### src/hw/rtl/mtlb_pkg.sv
`default_nettype none
// ----------------------------------------------------------------------------
// mtlb_pkg
// Shared types and constants of the 32-entry joint TLB.
// ----------------------------------------------------------------------------
package mtlb_pkg;

	localparam int NUM_ENTRIES = 32;
	localparam int IDX_W       = 5;
	localparam int DIV_STEPS   = 31;
	localparam int DCNT_W      = 5;

	localparam logic [2:0] OP_READ      = 3'd0;
	localparam logic [2:0] OP_WRITE_IDX = 3'd1;
	localparam logic [2:0] OP_WRITE_RND = 3'd2;
	localparam logic [2:0] OP_PROBE     = 3'd3;
	localparam logic [2:0] OP_XLATE     = 3'd4;

	localparam logic [31:0] KSEG_LIMIT = 32'hC000_0000;

	typedef struct packed {
		logic [2:0]  opcode;
		logic [4:0]  entry_index;
		logic [31:0] entry_hi;
		logic [31:0] entry_lo_even;
		logic [31:0] entry_lo_odd;
		logic [31:0] page_mask;
		logic [31:0] cycle_count;
		logic [31:0] vaddr;
		logic        is_store;
	} in_t;

	typedef struct packed {
		logic [31:0] mask_out;
		logic [31:0] hi_out;
		logic [31:0] lo_even_out;
		logic [31:0] lo_odd_out;
		logic [31:0] probe_result;
		logic [4:0]  written_index;
		logic [31:0] paddr;
		logic        miss;
	} out_t;

	typedef struct packed {
		logic [18:0] vpn2;
		logic [11:0] mask;
		logic [7:0]  asid;
		logic        glob;
	} tag_t;

	typedef struct packed {
		logic [23:0] pfn;
		logic [2:0]  cache;
		logic        dirty;
		logic        valid;
	} page_t;

	typedef struct packed {
		logic capture;
		logic div_init;
		logic div_step;
		logic wr_en;
		logic scan_init;
		logic scan_range;
		logic scan_check;
		logic res_load;
	} cmd_t;

	typedef struct packed {
		logic [2:0] op;
		logic       div_done;
		logic       hit;
		logic       last;
	} stat_t;

endpackage
`default_nettype wire

### src/hw/rtl/mtlb_ctrl.sv
`default_nettype none
// ----------------------------------------------------------------------------
// mtlb_ctrl
// Operation sequencer: dispatch, remainder steps, entry scan, result hand-off.
// ----------------------------------------------------------------------------
module mtlb_ctrl (
	input  wire logic           clk,
	input  wire logic           arst_n,
	input  wire logic           in_valid,
	output logic                in_stall,
	output logic                out_valid,
	input  wire logic           out_stall,
	input  wire mtlb_pkg::stat_t stat,
	output mtlb_pkg::cmd_t      cmd
);

	typedef enum logic [2:0] {
		S_IDLE, S_DISPATCH, S_DIV, S_WRITE, S_RANGE, S_CHECK, S_FIN
	} state_t;

	state_t state_q, state_d;
	logic   out_free;

	assign in_stall = (state_q != S_IDLE);
	assign out_free = !out_valid || !out_stall;

	always_comb begin
		cmd     = '0;
		state_d = state_q;
		case (state_q)
			S_IDLE: begin
				if (in_valid) begin
					cmd.capture = 1'b1;
					state_d     = S_DISPATCH;
				end
			end
			S_DISPATCH: begin
				case (stat.op)
					mtlb_pkg::OP_WRITE_IDX: state_d = S_WRITE;
					mtlb_pkg::OP_WRITE_RND: begin
						cmd.div_init = 1'b1;
						state_d      = S_DIV;
					end
					mtlb_pkg::OP_PROBE, mtlb_pkg::OP_XLATE: begin
						cmd.scan_init = 1'b1;
						state_d       = S_RANGE;
					end
					default: state_d = S_FIN;
				endcase
			end
			S_DIV: begin
				if (stat.div_done) begin
					state_d = S_WRITE;
				end else begin
					cmd.div_step = 1'b1;
				end
			end
			S_WRITE: begin
				cmd.wr_en = 1'b1;
				state_d   = S_FIN;
			end
			S_RANGE: begin
				cmd.scan_range = 1'b1;
				state_d        = S_CHECK;
			end
			S_CHECK: begin
				cmd.scan_check = 1'b1;
				state_d        = (stat.hit || stat.last) ? S_FIN : S_RANGE;
			end
			S_FIN: begin
				if (out_free) begin
					cmd.res_load = 1'b1;
					state_d      = S_IDLE;
				end
			end
			default: state_d = S_IDLE;
		endcase
	end

	always_ff @(posedge clk or negedge arst_n) begin
		if (!arst_n) begin
			state_q   <= S_IDLE;
			out_valid <= 1'b0;
		end else begin
			state_q <= state_d;
			if (cmd.res_load) begin
				out_valid <= 1'b1;
			end else if (!out_stall) begin
				out_valid <= 1'b0;
			end
		end
	end

`ifndef SYNTHESIS
	a_capture_dispatch: assert property (@(posedge clk) disable iff (!arst_n)
		(in_valid && !in_stall) |=> (state_q == S_DISPATCH))
		else $error("transfer in not followed by dispatch");
	a_fin_presents: assert property (@(posedge clk) disable iff (!arst_n)
		(state_q == S_FIN && out_free) |=> (out_valid && state_q == S_IDLE))
		else $error("result not presented");
	a_one_scan_step: assert property (@(posedge clk) disable iff (!arst_n)
		(state_q == S_RANGE) |=> (state_q == S_CHECK))
		else $error("range stage not followed by check");
`endif

endmodule
`default_nettype wire

### config.mk
export PLATFORM = sky130hd
export DESIGN_NAME = mtlb_ctrl
export DESIGN_NICKNAME = d
export VERILOG_FILES = /design/src/hw/rtl/mtlb_pkg.sv /design/src/hw/rtl/mtlb_ctrl.sv
export SDC_FILE = /design/constraint.sdc
export NUM_CORES = 1
export LEC_CHECK = 0
export ABC_AREA = 1
export BUFFER_PORTS_ARGS = -buffer_cell sky130_fd_sc_hd__buf_4
export CORE_AREA = 10 10 47 49
export DETAILED_ROUTE_END_ITERATION = 8
export DIE_AREA = 0 0 57 59
export GPL_ROUTABILITY_DRIVEN = 0
export PLACE_DENSITY = 0.59
export SYNTH_ARGS = -nofsm -noshare
export SYNTH_HDL_FRONTEND = slang
export SYNTH_SLANG_ARGS = --single-unit
export TNS_END_PERCENT = 50
### constraint.sdc
create_clock -name clk -period 1.1 [get_ports clk]
set_input_delay 0.165 -clock clk [delete_from_list [all_inputs] [get_ports clk]]
set_output_delay 0.165 -clock clk [all_outputs]
set_load 0.01 [all_outputs]
---- After elaboration in Yosys (flattened, before gate mapping) ----
Index checks and enable logic that the tools add are counted.
word-level totals
  register bits ........................... 4
  latch bits .............................. 0
  memory bits (writable) .................. 0
  bits in read-only memories .............. 0
  output and inout bits ................... 10
  word-level logic and storage cells ...... 45
  memories ................................ 0
operators by class
  add/sub/neg operators ................... 0
  multiply operators ...................... 0
  div/mod/pow operators ................... 0
  magnitude comparators ................... 0
  eq/ne operators ......................... 14
  shift-type cells ........................ 0
  mux-type cells .......................... 21
  bitwise gates (word level) .............. 0
  reduce and logical (&&, ||, !) cells .... 8
operators by type and width
  operator            number
  $pmux 3 s7          1
  $mux 1              15
  $eq 3x2->1 const B  4
  $eq 3x3->1 const B  4
  $mux 3              3
  $pmux 3 s3          1
  $eq 3x1->1 const B  2
  $ne 2x2->1 const B  3
  $logic_not 3->1     1
  $reduce_and 3->1    1
  $reduce_bool 3->1   1
  $logic_not 1->1     2
  $logic_or 1x1->1    2
  $mux 2              1
  $ne 2x1->1 const B  1
  $reduce_or 2->1     1

---- Logic depth before layout (Yosys ltp) ----
  word-level depth ........................ 5
  depth in mapped cells ................... 7

---- Least setup slack after synthesis ----
Ideal clock, no wire load.
  path kind ............................... register to output
  start ................................... reg state_q[2]
  end ..................................... out cmd[3] (netlist bit)
  arrival ................................. 0.945 ns
  required time ........................... 0.935 ns
  slack ................................... -0.010 ns
  stages on the path, launching flop included .. 6
  buffers on the path ..................... 0
  cells stage by stage .................... dfrtp_1 inv_2 nand2_1 nor2_1 inv_1 a21oi_1
RTL lines
  what                    line             source
  from (decl)             mtlb_ctrl.sv:21  state_t state_q, state_d;
  from (signal assigned)  mtlb_ctrl.sv:85  state_q <= state_d;
  to (decl)               mtlb_ctrl.sv:14  output mtlb_pkg::cmd_t cmd

==> impl_metrics.yaml <==
pwr:
  power_frac_comb_pct: 63.9
  power_switching_w: 0.000714
  pwr-share-seq_pct: 24.5
  total_power_w: 0.00156
  switching_share_pct: 45.8
  clockPowerShare_pct: 11.6
  p_per_area_mw_per_mm2: 2430
  intPower_w: 0.000844
  irDropWorstVdd_mv: 0.895
  total_leakage_power_nw: 0.351
clocking:
  cts_tree: "done"
  clock_latency_ns: 0.23
  cts_max_path_buffers: 2
  htree_levels: 1
  cts_sinks: 4
  clock-root-buffer: "clkbuf_4"
  cts_buffers: 3
  clkTransAtPathRegs_ns: 0.04
sta:
  hold_violations: 0
  period_share_pct: 123
  relSlewSlack_pct: 86.9
  setup_viol: 10
  worst_pin_slew_ns: 0.197
  fin_crit_ns: 1.36
  setup_slack_ns: -0.256
  skew_ns: 0.000488
  rsz0062_at_grt: "yes"
  final_max_slew_viol_count: 0
  fmax_mhz: 737
placement:
  dpl.hpwl_um: 915
  place_inst: 98
  placed_area_um2: 531
  pre_cts_ws_ns: -0.0598
  io_buffers: 19
routing:
  wl_um: 1150
  vias_per_cell: 4.44
  drt_iter0_markers: 7
  wl_per_cell_um: 11.1
  met3WireLength_um: 97
  highest_layer: "met3"
  wl_met1_um: 441
  met2_length_um: 611
  route.detailed.drc: 0
  drt_pass1_iterations: 4
  antenna_left: 0
  vias: 462
floorplanning:
  placement_rows: 14
  start_util_pct: 25.2
  dieArea_mm2: 0.00336
  die_w_um: 57
  die_y_um: 59
  boundaryPins: 20
  coreArea_mm2: 0.00140
outcome:
  failed_checks: "setup timing"
  status: "finished, violations left"
worst_setup_path:
  end_kind: "primary output"
  cp_max_fo: 5
  worst-path-buf-inv: 3
  reg2reg_setup_slack_ns: -0.05
  cpMaxStageDelayCell: "dfrtp_2"
  reg2reg_to: "state_q[1]$_DFFE_PN0P_"
  critPathArrivalTime_ns: 1.19
  critical_path.top_delay_family: "flip-flops"
  slowest_delay_ns: 0.44
  path_class: "reg -> out"
  r2r_start: "state_q[2]$_DFFE_PN0P_"
  crit_path_frequent_cell: "inv_2"
  worstPathCellList: "inv_2 -> nand2_2 -> nor2_4 -> inv_2 -> a21oi_2 -> buf_4"
  r2r_cells: 7
  start_kind: "flop"
  worstPathRequired_ns: 0.94
finish:
  filler_cell_count: 154
  fin_nets: 100
  syn2layout_area_growth_pct: 81.6
  final_area_um2: 641
  antenna_cells: 0
  post-route-util_pct: 45.7
  fin_cells: 104
  drive_gt1_share_pct: 58.0
global_routing:
  grt_pass1_vias: 497
  grt_overflow: 0
  grtUsageTotal_pct: 6.88
  grt_first_pass_wirelength_um: 1930
  grt_max_degree: 9
  grt_antenna_before_repair: 0
synth:
  synth_nets: 71
  synth_cell_types: 13
  yosys.area.top_type_share_pct: 28.4
  synth-compound-area-share_pct: 5.67
  ys_ff_latch: 4
  syn_area_per_cell_um2: 5.78
  yosys.area_share.xor_xnor_pct: 0
  synth_adder_area_share_pct: 0
  synthSimpleGateAreaFrac_pct: 46.8
  netlist_top_cells_area: "dfrtp_1 (28%), nand3_1 (13%), nor2_1 (13%)"
  synth_top_family_by_area: "simple AND/OR/NAND/NOR gates"
  syn-cell-area_um2: 353
  synthMuxAreaShare_pct: 0
  yosysTopAreaCell: "dfrtp_1"
  synthCells: 61
  synth-seq-area-share_pct: 28.4
  yosysWarnings: 0
min_path:
  hold_path_startpoint: "out_stall"
  hold-path-endpoint: "out_valid$_DFFE_PN0P_"
  holdPathStages: 3
  hold_path_class: "in -> reg"
job:
  maxCapViolCount: 0
## state kept, by name, indices dropped and copies added (netlist names)
signal,count
state_q,3
out_valid,1
## metal layers
metal,vias to the layer above,GRT usage [%]
li1,241,-
met1,209,5.85
met2,12,12.4
met3,0,3.86
met4,0,4.03
met5,-,0
## synthesized netlist by cell type (all sizes together)
cell   instances
a21oi          2
o21ai          2
nand2         12
nand3          9
nor3           3
nor2          14
inv           13
dfrtp          4
buf            2
## worst max path at each step
| stage | startpoint | to | slack (ns) | cells past startpoint |
|---|---|---|---|---|
| 5_1_grt | state_q[2]$_DFFE_PN0P_ | cmd[6] | -0.32 | 6 |
| 3_5_place_dp | state_q[0]$_DFFE_PN0P_ | cmd[3] | -0.06 | 5 |
| 4_1_cts | state_q[2]$_DFFE_PN0P_ | cmd[3] | -0.26 | 6 |
| 3_3_place_gp | state_q[2]$_DFFE_PN0P_ | cmd[3] | -0.05 | 6 |
| 6_report | state_q[2]$_DFFE_PN0P_ | cmd[3] | -0.26 | 6 |
| 2_1_floorplan | state_q[2]$_DFFE_PN0P_ | cmd[6] | 0.02 | 5 |
## kinds of logic after synthesis
group                  count (synthesis)
buffers and inverters                 15
and+or+nand+nor                       38
DFF                                    4
AOI/OAI and AO/OA                      4
## placed cells by master (no fill, tap or decap)
| master | Yosys | routed |
|---|---|---|
| clkbuf_4 | 0 | 3 |
| dfrtp_2 | 0 | 3 |
| nand3_1 | 9 | 9 |
| a21oi_2 | 0 | 1 |
| nor2_4 | 0 | 3 |
| dlygate4sd3_1 | 0 | 1 |
| nor2_2 | 2 | 5 |
| nand2_1 | 11 | 8 |
| dfrtp_1 | 4 | 1 |
| nor3_1 | 3 | 1 |
| inv_1 | 11 | 8 |
| o21ai_0 | 2 | 2 |
| buf_4 | 1 | 22 |
| a21oi_1 | 2 | 1 |
| nor3_2 | 0 | 2 |
| nor2_1 | 12 | 6 |
| inv_2 | 2 | 5 |
| nand2_2 | 1 | 4 |
| buf_6 | 1 | 3 |
## tightest hold or removal path, delay by kind of cell
kind	cells	cell delay [ns]
simple gates	2	0.12
buf+inv	1	0.07
## layout make-up
class	count	area (um2)	share of cell area, %
multi-input cells	42	236	36.9
repair buffers	26	209	32.6
flip-flops and latches	4	104	16.2
inverters	13	48.8	7.62
clock buffers	3	22.5	3.52
well taps	16	20.0	3.13
## what timing repair did
item / 4_1_cts / 5_1_grt
setup buffers: 2 / 0
hold endpoints to repair: 4 / 0
endpoints found under the setup margin: 10 / 10
pin swaps: 1 / 3
hold buffers: 1 / 0
resized for setup: 6 / 17
## metrics by stage
step	hold WS, ns	TNS, ns
6_report	0.160	-1.96
5_1_grt	0.173	-2.55
4_1_cts	0.161	-2.01
3_5_place_dp	-0.0382	-0.249
3_3_place_gp	-0.0380	-0.212
2_1_floorplan	-0.131	0
## power by group through the flow
| stage | Clock (W) | Combinational [W] | Sequential (W) |
|---|---|---|---|
| 2_1_floorplan | 0 | 0.000547 | 0.000264 |
| 3_3_place_gp | 0 | 0.000781 | 0.000341 |
| 3_5_place_dp | 0 | 0.000787 | 0.000341 |
| 4_1_cts | 0.000185 | 0.000876 | 0.000350 |
| 5_1_grt | 0.000185 | 0.00111 | 0.000394 |
| 6_report | 0.000181 | 0.000996 | 0.000381 |
(Power assumes the default switching activity.)
